<file path="src/hdl/dlrt_pkg.sv">
package dlrt_pkg;

    localparam int IN_SIZE_DEF  = 64;
    localparam int OUT_SIZE_DEF = 64;
    localparam int DIM          = 64;
    localparam int IDX_W        = 6;
    localparam int DATA_W       = 16;
    localparam int FRAC         = 12;
    localparam int LR_W         = 15;
    localparam int ACC_W        = 32;
    // Multiplier A operand: wide enough for the shifted d*p update term
    localparam int T_W          = DATA_W + 4;
    localparam logic [LR_W-1:0] LR_RESET = 15'd41;

    typedef enum logic [2:0] {
        OP_WEIGHT = 3'd0,
        OP_BIAS   = 3'd1,
        OP_INPUT  = 3'd2,
        OP_PREV   = 3'd3,
        OP_DERIV  = 3'd4
    } t_op;

    typedef enum logic [3:0] {
        S_IDLE,
        S_FWD_RD,
        S_FWD_MAC,
        S_FWD_OUT,
        S_UPD_RD,
        S_UPD_T,
        S_UPD_WR,
        S_BIAS_WR,
        S_BWD_RD,
        S_BWD_MAC,
        S_BWD_OUT
    } t_state;

    // Clamp a wide signed value into 16 bits.
    function automatic logic signed [DATA_W-1:0] sat16(input logic signed [ACC_W-1:0] v);
        if (v > 32'sd32767) begin
            return 16'sh7fff;
        end else if (v < -32'sd32768) begin
            return 16'sh8000;
        end else begin
            return v[DATA_W-1:0];
        end
    endfunction

endpackage

</file>
<file path="src/hdl/dlrt_mac.sv">
module dlrt_mac import dlrt_pkg::*; (
    input  logic                     i_clk,
    input  logic signed [T_W-1:0]    i_a,
    input  logic signed [DATA_W:0]   i_b,
    output logic signed [ACC_W-1:0]  o_prod
);
    logic signed [ACC_W+7:0] w_full;

    // Multiply, floor-shift by the fraction width, register
    assign w_full = (ACC_W+8)'(i_a) * (ACC_W+8)'(i_b);

    always_ff @(posedge i_clk) begin
        o_prod <= ACC_W'(w_full >>> FRAC);
    end
endmodule

</file>
<file path="config.mk">
export PLATFORM = sky130hd
export DESIGN_NAME = dlrt_mac
export DESIGN_NICKNAME = d
export VERILOG_FILES = /design/src/hdl/dlrt_pkg.sv /design/src/hdl/dlrt_mac.sv
export SDC_FILE = /design/constraint.sdc
export NUM_CORES = 1
export LEC_CHECK = 0
export BUFFER_PORTS_ARGS = -buffer_cell sky130_fd_sc_hd__buf_2
export CORE_ASPECT_RATIO = 1.1
export CORE_UTILIZATION = 30
export CTS_BUF_LIST = sky130_fd_sc_hd__clkbuf_4 sky130_fd_sc_hd__clkbuf_8
export CTS_CLUSTER_DIAMETER = 150
export CTS_CLUSTER_SIZE = 10
export DETAILED_ROUTE_END_ITERATION = 6
export MAX_ROUTING_LAYER = met4
export PLACE_DENSITY = 0.49
export SETUP_SLACK_MARGIN = 0.2
export SYNTH_ARGS = -nofsm -noshare
export SYNTH_HDL_FRONTEND = slang
export SYNTH_SLANG_ARGS = --single-unit
</file>
<file path="constraint.sdc">
create_clock -name i_clk -period 7.9 [get_ports i_clk]
set_input_delay 0.79 -clock i_clk [delete_from_list [all_inputs] [get_ports i_clk]]
set_output_delay 0.79 -clock i_clk [all_outputs]
set_load 0.01 [all_outputs]
</file>
==> results.json <==
{
  "drt_iter0_drc": 342,
  "yosysTopAreaCellShare_pct": 52.5,
  "cts_buffers": 3,
  "remaining_drc_errors": 0,
  "dieArea_mm2": 0.0440,
  "gp_congestion": 0.861,
  "via_count": 9095,
  "slew_violations": 0,
  "drive_gt1_share_pct": 5.85,
  "status": "completed",
  "synth-edff-count": 0,
  "port_buffers": 69,
  "cts_tree": "done",
  "avgSynthCellArea_um2": 9.20,
  "cts_setup_buffers": 0,
  "syn-cell-area_mm2": 0.0130,
  "largest_registers": "o_prod: 25 flops",
  "routed_wl_mm": 33.2,
  "die_width_um": 200,
  "async_flop_share_pct": 0,
  "fin_crit_ns": 6.58,
  "routedWlPerCell_um": 16.7,
  "timing.fmax_mhz": 152,
  "ios": 70,
  "start_util_pct": 30.6,
  "h-tree-depth": 1,
  "fp-row-count": 79,
  "setup_viol": 0,
  "netlist_top_cells_count": "inv_1, fa_1, nand2_1",
  "startpoint": "i_b[2]",
  "rsz0062_at_grt": "no",
  "yosysSeqAreaShare_pct": 3.86,
  "synth_top_area_cell": "fa_1",
  "critPathSlowestCell": "fa_1",
  "synth_most_common_cell": "inv_1",
  "highest_layer": "met4",
  "ant_nets": 0,
  "hold_buffers": 0,
  "largest-register": "o_prod",
  "synthCells": 1408,
  "startpoint_type": "primary input",
  "yosysWarnings": 0,
  "path_class": "in -> reg",
  "cts-root-buf": "clkbuf_8",
  "crit_buf_inv": 4,
  "crit_arrival_ns": 6.76,
  "track_usage_pct": 17.0,
  "hold_start": "o_prod[7]$_DFF_P_",
  "crit_fanout": 20,
  "overflow": 0,
  "grt_max_degree": 21,
  "routed-wl-met3_um": 609,
  "largest_reg_flops": 25,
  "cp_common_cell": "fa_1",
  "core_mm2": 0.0424,
  "worstPathRequired_ns": 8.08,
  "cts_sinks": 25,
  "grt_pass1_wl_mm": 56.5,
  "final_nets": 1886,
  "critPathTopFamily": "adder cells",
  "min_path_type": "reg -> out",
  "synthDistinctLibCells": 50,
  "fin_tns_setup_ns": 0,
  "wl_met2_mm": 18.8,
  "worstMarginPinSlew_ns": 0.698,
  "fp.dieH_um": 220,
  "layout_worst_path_cycle_share_pct": 83.3,
  "cts.path.max_buffers": 2,
  "antenna_found_initial": 1,
  "vias_per_cell": 4.57,
  "cts_resized": 0,
  "synth_nets": 1873,
  "cp-end-kind": "register",
  "dp.final_hpwl_mm": 27.8,
  "crit_path_cell_trace": "buf_2 -> nand2_1 -> fa_1 -> fa_1 -> fa_1 -> inv_1 -> fa_1 -> fa_1 -> inv_1 -> fa_1 -> inv_1 -> ha_1 -> a21oi_1 -> o21bai_1 -> a2111o_1 -> nor4_2 -> o21ai_1 -> mux2i_1 -> and3_1",
  "syn2layout_area_growth_pct": 6.57,
  "critPathMaxStageDelay_ns": 0.56,
  "nFillCells": 4424,
  "relSlewSlack_pct": 53.0,
  "clk_pin_slew_ns": 0.09,
  "grt_pass1_vias": 10900,
  "drv_cap": 0,
  "synthTopCellsByArea": "fa_1, inv_1, ha_1",
  "synth_ff_type": "dfxtp_1",
  "wl_met1_mm": 12.8,
  "final_hold_viol_count": 0,
  "firstDrtPassIters": 5,
  "synth-seq-cells": 25
}
## logic make-up (layout without fill, tap and decap cells)
family          after synthesis  count (layout)  synth area share, %
fa+ha+maj                   427             427                 60.9
buf+inv                     422             434                 12.4
simple gates                410             410                 15.8
compound gates               92              92                 4.76
xor+xnor                     31              31                 2.09
flops                        25              25                 3.86
mux                           1               1               0.0772
other cells                   0               1                    0
## stage by stage
| step | utilization, % | std cells | area, um2 | hold slack, ns | setup WS (ns) |
|---|---|---|---|---|---|
| final | 32.6 | 1988 | 13800 | 1.49 | 1.32 |
| after global routing | 32.6 | 1987 | 13800 | 1.54 | 1.13 |
| after CTS | 32.6 | 1987 | 13800 | 1.51 | 1.36 |
| after detailed placement | 32.5 | 1983 | 13800 | 1.19 | 1.07 |
| after global placement | 32.5 | 1983 | 13800 | 1.19 | 1.12 |
| after floorplan | - | 1408 | 13000 | 1.09 | 1.66 |
## final cells by class
class	instances	area, um2	area share, %
antenna	1	2.50	0.0181
clock buffer	3	41.3	0.299
clock inverter	1	7.51	0.0544
inverter	360	1350	9.78
multi-input combinational	961	10800	78.5
sequential	25	500	3.62
tap	567	709	5.14
timing repair buffer	70	353	2.55
## per-layer routing
metal  global-route usage, %  vias to the layer above
met1                    18.6                     4803
met2                    33.3                      149
met3                    1.09                       46
li1                        -                     4097
met5                       -                        -
met4                    4.18                        0
## final timing paths
path | end | slack, ns | cells after the start
worst max-delay path | o_prod[18]$_DFF_P_ | 1.32 | 19
worst min-delay path | o_prod[7] | 1.49 | 1
## cells in the final DEF (no fill, tap or decap), drive strengths merged, types with 7 or more instances in the layout
master and instances:
a21o 10, a21oi 31, and2 160, buf 70, dfxtp 25, fa 340, ha 87, inv 360
nand2 178, nand2b 8, nand3 8, nand4 7, nor2 29, o21ai 18, xnor2 23, xor2 8
Power is left out: the tool's default activity adds up to more than one toggle a clock period on the data nets, which glitch-free logic cannot reach.
