File: config.mk
export PLATFORM = sky130hd
export DESIGN_NAME = dlrt_ram
export DESIGN_NICKNAME = d
export VERILOG_FILES = /design/src/hdl/dlrt_ram.sv
export SDC_FILE = /design/constraint.sdc
export NUM_CORES = 1
export LEC_CHECK = 0
export ABC_AREA = 1
export BUFFER_PORTS_ARGS = -buffer_cell sky130_fd_sc_hd__buf_2
export CORE_ASPECT_RATIO = 2
export CORE_UTILIZATION = 50
export DETAILED_ROUTE_END_ITERATION = 10
export MAX_ROUTING_LAYER = met4
export PLACE_DENSITY = 0.65
export SETUP_SLACK_MARGIN = 0.2
export SLEW_MARGIN = 20
export SYNTH_ARGS = -nofsm -noshare
export SYNTH_HDL_FRONTEND = slang
export SYNTH_SLANG_ARGS = --single-unit
File: constraint.sdc
create_clock -name i_clk -period 4.2 [get_ports i_clk]
set_clock_uncertainty 0.05 [all_clocks]
set_input_delay 0.84 -clock i_clk [delete_from_list [all_inputs] [get_ports i_clk]]
set_output_delay 0.84 -clock i_clk [all_outputs]
set_load 0.03 [all_outputs]
File: src/hdl/dlrt_ram.sv
module dlrt_ram #(
    parameter int WIDTH = 16,
    parameter int DEPTH = 64
) (
    input  logic                     i_clk,
    input  logic                     i_we,
    input  logic [$clog2(DEPTH)-1:0] i_waddr,
    input  logic [WIDTH-1:0]         i_wdata,
    input  logic [$clog2(DEPTH)-1:0] i_raddr,
    output logic [WIDTH-1:0]         o_rdata
);
    logic [WIDTH-1:0] r_mem [DEPTH];

    // Write port and registered read port
    always_ff @(posedge i_clk) begin
        if (i_we) begin
            r_mem[i_waddr] <= i_wdata;
        end
        o_rdata <= r_mem[i_raddr];
    end
endmodule

==> impl_metrics.env, run 1 <==
export IMPL_status="finished, final reports clean"
export IMPL_hold_depth=1
export IMPL_drc=0
export IMPL_cts_root_buffer="clkbuf_16"
export IMPL_ys_warn_count=0
export IMPL_fin_tns_setup_ns=0
export IMPL_met2_usage_pct=47.20
export IMPL_crit_type="input port to register"
export IMPL_wirelength_mm=114.5
export IMPL_holdPathEnd="r_mem[48][2]"
export IMPL_fp_dieH_um=412.4
export IMPL_ys_types=16
export IMPL_rsz0062_at_grt="false"
export IMPL_cp_data_required_time_ns=4.69
export IMPL_p_per_area_nw_per_um2=451.0
export IMPL_fin_nets=3577
export IMPL_vdd_drop_max_uv=300.5
export IMPL_syn_to_final_growth_pct=9.627
export IMPL_clock_latency_ns=0.65
export IMPL_grt_overflow=0
export IMPL_numCtsBuffers=83
export IMPL_worst_slew_pin_slew_ns=1.119
export IMPL_htreeDepth=3
export IMPL_grt_pass1_vias=25990
export IMPL_antenna_found_initial=1
export IMPL_io_buffers=45
export IMPL_ant_nets=0
export IMPL_max_cap_violations=0
export IMPL_die_w_um=207.2
export IMPL_clk_pin_slew_worst_paths_ns=0.07
export IMPL_synth_fa_ha_area_share_pct=0
export IMPL_synth_compound_area_share_pct=0
export IMPL_period_share_pct=60.78
export IMPL_ys_ff_latch=1040
export IMPL_core_area_um2=83520
export IMPL_grt_use_met3_pct=3.564
export IMPL_fillCellCount=6804
export IMPL_gr_usage_all_layers_pct=27.68
export IMPL_cts_resized=0
export IMPL_drt_first_pass_iters=5
export IMPL_synthXorXnorAreaFrac_pct=0
export IMPL_finalCriticalPeriod_ns=2.553
export IMPL_vias=27200
export IMPL_r2r_end="o_rdata[4]"
export IMPL_top_usage_layer="met2"
export IMPL_final_area_um2=46150
export IMPL_slew_headroom_pct=25.38
export IMPL_yosys_area_share_simple_pct=22.66
export IMPL_p_leak_nw=16.60
export IMPL_start_util_pct=50.41
export IMPL_post_cts_setup_buffers=0
export IMPL_ioPinCount=46
export IMPL_core_rowCount=150
export IMPL_grt_max_degree=142
export IMPL_syn_num_nets=3547
export IMPL_viasPerCell=5.815
export IMPL_hold_class="input port to register"
export IMPL_worst_setup_path_start_kind="input port"
export IMPL_max_freq_mhz=391.7
export IMPL_synth_seq_area_share_pct=73.80
export IMPL_whs_ns=0.5890
export IMPL_dpl_cell_area_um2=43450
export IMPL_cts_tree="done"
export IMPL_utilization_pct=55.26
export IMPL_r2r_start="r_mem[27][4]"
export IMPL_hold_buffers=0
export IMPL_place_hpwl_mm=67.52
export IMPL_grt_pass1_wl_mm=167.2
export IMPL_syn_inst=3517
export IMPL_synth_top_family_by_area="simple AND/OR/NAND/NOR gates"
export IMPL_hold_viol_final=0
export IMPL_cp_data_arrival_time_ns=3.04
export IMPL_endpoint_kind="register"
export IMPL_cts_max_path_buffers=3
export IMPL_grtUsageMet1_pct=30.75
export IMPL_drtIter0Drc=2752
export IMPL_wl_per_cell_um=24.47
export IMPL_worstHoldStart="i_wdata[2]"
export IMPL_drive_gt1_share_pct=8.220
export IMPL_cts_sinks=1040
export IMPL_reg2reg_depth=8
export IMPL_gp_congestion=0.9294
export IMPL_synth_avg_cell_area_um2=11.97
export IMPL_setup_viol=0
export IMPL_muxShareOfSynthArea_pct=0
export IMPL_die_area_um2=85430
export IMPL_crit_fanout=71
export IMPL_syn_area_um2=42100
export IMPL_rrSetupSlack_ns=2.54
export IMPL_slew_viol_final=0
## kinds of logic after synthesis
| kind of cell | count (synthesis) |
|---|---|
| AND/OR/NAND/NOR | 2240 |
| flip-flops | 1040 |
| buffers and inverters | 237 |
## per-layer routing
layer  share of wire (%)  wire length [um]  vias to the layer above
met1                  35             40440                    13480
li1                    -                 -                    12400
met3                 6.3              7187                      237
met2                  51             58840                     1080
met4                 7.0              7998                        0
met5                   0                 0                        -
## synth_stat cells
cell	number	area share [%]
buf_1	17	0.15
buf_2	113	1.3
buf_4	19	0.34
buf_6	49	1.3
buf_8	1	0.036
clkbuf_1	26	0.23
dfxtp_1	16	0.76
edfxtp_1	1024	73
inv_1	9	0.080
inv_2	2	0.018
inv_8	1	0.027
nand2_1	1296	12
nand3_1	871	10
nand4_1	9	0.13
nor2_1	56	0.50
nor4_1	8	0.12
## through the flow
stage / instances / total power [mW] / worst slack [ns]
detailed placement: 4526 / 13.16 / 1.037
global placement: 4526 / 13.14 / 1.026
finish: 4678 / 20.81 / 1.647
CTS: 4677 / 20.89 / 1.736
global route: 4678 / 21.36 / 1.602
floorplan: 3517 / 12.54 / 0.7559
## critical path, stage by stage
cell and delay (ns):
buf_8 0.17, inv_8 0.41, buf_4 0.49, nand3_1 0.14
nand3_1 0.09, nand2_1 0.12, nand2_1 0.20, nand3_1 0.15
nand3_1 0.22, nand2_1 0.10
## final cells by class
class	count	area (um2)	area share, %
antenna	1	2.502	0.005422
clock buffer	114	2351	5.094
clock inverter	37	349.1	0.7564
inverter	12	71.32	0.1545
multi-input combinational	2240	9590	20.78
sequential	1040	31070	67.32
tap	1064	1331	2.885
timing repair buffer	170	1386	3.004
## worst max path at each step
stage	to	slack, ns	cells past startpoint	from
after floorplan	r_mem[48][0]	0.76	3	i_we
after global placement	o_rdata[4]	1.03	10	i_raddr[1]
after detailed placement	o_rdata[4]	1.04	10	i_raddr[1]
after CTS	o_rdata[4]	1.74	10	i_raddr[1]
after global routing	o_rdata[4]	1.60	10	i_raddr[1]
final	o_rdata[4]	1.65	10	i_raddr[1]
## state kept, by name (all words and copies together) (netlist names)
name	flops
r_mem	1024
o_rdata	16
## cells in the final DEF, fill, tap and decap left out, types with 2 or more instances in the layout
master,netlist,final
buf_12,0,16
buf_2,113,42
buf_4,19,110
buf_8,1,2
bufinv_16,0,7
clkbuf_1,26,22
clkbuf_16,0,89
clkbuf_8,0,3
clkinv_1,0,14
clkinv_2,0,14
dfxtp_1,16,16
edfxtp_1,1024,1024
inv_1,9,8
nand2_1,1296,1296
nand3_1,871,871
nand4_1,9,9
nor2_1,56,56
nor4_2,0,8
## report_power, final
part	leakage (nW)	internal (mW)	total [mW]	switching (mW)
Combinational	5.93	0.330	1.43	1.10
Clock	1.32	4.35	7.88	3.53
Sequential	9.35	11.5	11.5	0.0275
Total	16.6	16.2	20.8	4.65
Note: power is estimated with default switching activity, not from simulation.
==> run 2: changes to the inputs <==
clock period = 2.4 ns   (was 4.2 ns; I/O delays follow)
==> run 2 against run 1 <==
  * Non-clock buffer count rose by 105
  * Clock-buffer cell count fell by 20
  * First-iteration DRC count fell by 13%
  * Sequential share of layout area fell by 2.7 points
  * Via count rose by 1.6%
  * Clock power rose by 87%
  * Register-to-register slack got worse by 1.7 ns
  * Core utilization rose by 2.3 points
==> impl_metrics.env, run 2 (synthesized netlist as in run 1, its figures left out) <==
export IMPL_place_ws_ns=-0.1214
export IMPL_p_leak_nw=17.43
export IMPL_cts_resized=0
export IMPL_rsz0062_at_grt="false"
export IMPL_top_register="r_mem"
export IMPL_crit_fanout=26
export IMPL_wl_per_cell_um=24.92
export IMPL_antenna_found_initial=2
export IMPL_fp_dieH_um=412.4
export IMPL_max_freq_mhz=520.4
export IMPL_io_buffers=45
export IMPL_power_mw=37.67
export IMPL_final_common_cell="nand2_1"
export IMPL_finalCriticalPeriod_ns=1.922
export IMPL_slew_headroom_pct=45.14
export IMPL_p_int_mw=29.12
export IMPL_worst_slew_pin_slew_ns=0.8229
export IMPL_die_w_um=207.2
export IMPL_max_cap_violations=0
export IMPL_cts_tree="done"
export IMPL_whs_ns=0.2485
export IMPL_final_area_um2=48070
export IMPL_grt_max_degree=73
export IMPL_numCtsBuffers=83
export IMPL_fin_tns_setup_ns=0
export IMPL_drt_first_pass_iters=8
export IMPL_ant_nets=0
export IMPL_utilization_pct=57.56
export IMPL_grt_pass1_wl_mm=174.1
export IMPL_grt_pass1_vias=27040
export IMPL_fin_nets=3682
export IMPL_cts_sinks=1040
export IMPL_p_sw_share_pct=22.69
export IMPL_p_clk_share_pct=39.1
export IMPL_crit_type="input port to register"
export IMPL_top_regs="r_mem x1024, o_rdata x16"
export IMPL_syn_to_final_growth_pct=14.19
export IMPL_gr_usage_all_layers_pct=29.02
export IMPL_core_area_um2=83520
export IMPL_largest_reg_flops=1024
export IMPL_cp_data_required_time_ns=2.95
export IMPL_multiInputGateArea_um2=9713
export IMPL_final_cells=4787
export IMPL_drtIter0Drc=2383
export IMPL_power_frac_comb_pct=7.4
export IMPL_power_switching_mw=8.547
export IMPL_setup_viol=0
export IMPL_ioPinCount=46
export IMPL_cp_data_arrival_time_ns=2.47
export IMPL_final_cell_mix="nand2_1, edfxtp_1, nand3_1"
export IMPL_slew_viol_final=0
export IMPL_grt_overflow=0
export IMPL_status="finished, final reports clean"
export IMPL_vias=27640
export IMPL_place_hpwl_mm=74.82
export IMPL_wirelength_mm=119.3
export IMPL_clk_pin_slew_worst_paths_ns=0.07
export IMPL_vdd_drop_max_uv=529.2
export IMPL_cts_max_path_buffers=3
export IMPL_post_cts_setup_buffers=0
export IMPL_viasPerCell=5.774
export IMPL_htreeDepth=3
export IMPL_dpl_cell_count=4631
export IMPL_p_per_area_nw_per_um2=783.6
export IMPL_setup_slack_ns=0.4782
export IMPL_drc=0
export IMPL_drive_gt1_share_pct=11.64
export IMPL_hold_viol_final=0
export IMPL_sequentialPowerShare_pct=53.5
export IMPL_fillCellCount=6516
export IMPL_dpl_cell_area_um2=45150
export IMPL_period_share_pct=80.07
export IMPL_start_util_pct=50.41
export IMPL_core_rowCount=150
export IMPL_hold_buffers=0
export IMPL_clock_latency_ns=0.67
export IMPL_ff_latch_area_um2=31070
export IMPL_worst_setup_path_start_kind="input port"
export IMPL_endpoint_kind="register"
export IMPL_gp_congestion=0.9475
export IMPL_cts_root_buffer="clkbuf_16"
export IMPL_die_area_um2=85430
export IMPL_hold_class="input port to register"
-- run 2: cell count changes in the layout (fill, tap and decap cells not counted), moves of 3 or more --
cell        delta
buf_12        +63
buf_4         +42
bufinv_16      +9
clkbuf_1      -13
clkbuf_16      -4
clkbuf_8       -3
clkinvlp_4     +8
inv_6          +7
nor2_1        -13
nor2_2         +9
nor2_4         +4
nor4_2         -8
nor4_4         +8
-- run 2: metal layers --
metal | track usage [%] | share of wire, % | up-vias
met5 | - | 0 | -
met4 | 20.97 | 7.9 | 0
met3 | 3.541 | 6.1 | 314
met2 | 50.15 | 52 | 1180
met1 | 30.83 | 34 | 13500
li1 | - | - | 12640
-- run 2: path summary, 6_finish.rpt --
kind / from / cells after the start / slack (ns) / endpoint
worst min-delay path: i_wdata[11] / 1 / 0.25 / r_mem[20][11]
worst min register to register: r_mem[40][12] / 8 / 0.75 / o_rdata[12]
worst max-delay path: i_raddr[0] / 13 / 0.48 / o_rdata[11]
worst max register to register: r_mem[58][15] / 8 / 0.82 / o_rdata[15]
-- run 2: power groups by stage --
stage	registers, mW	logic [mW]	clock network (mW)
2_1_floorplan	20.6	1.36	0
3_3_place_gp	20.5	2.75	0
3_5_place_dp	20.5	2.78	0
4_1_cts	20.1	2.79	14.8
5_1_grt	20.1	2.98	15.5
6_report	20.1	2.80	14.7
-- run 2: final cells by class --
cell class	count	share of cell area, %
timing repair buffer	275	6.163
clock buffer	94	4.495
clock inverter	60	1.575
antenna	2	0.01041
sequential	1040	64.63
multi-input combinational	2240	20.21
tap	1064	2.769
inverter	12	0.1484
-- run 2: worst max-delay path, cell delays in order --
cell     delay, ns
buf_8         0.14
buf_12        0.22
buf_12        0.20
buf_4         0.20
buf_4         0.18
nand2_1       0.06
nand3_1       0.08
nand3_1       0.08
nand2_1       0.17
nand2_1       0.23
nand3_1       0.17
nand3_1       0.13
nand2_1       0.08
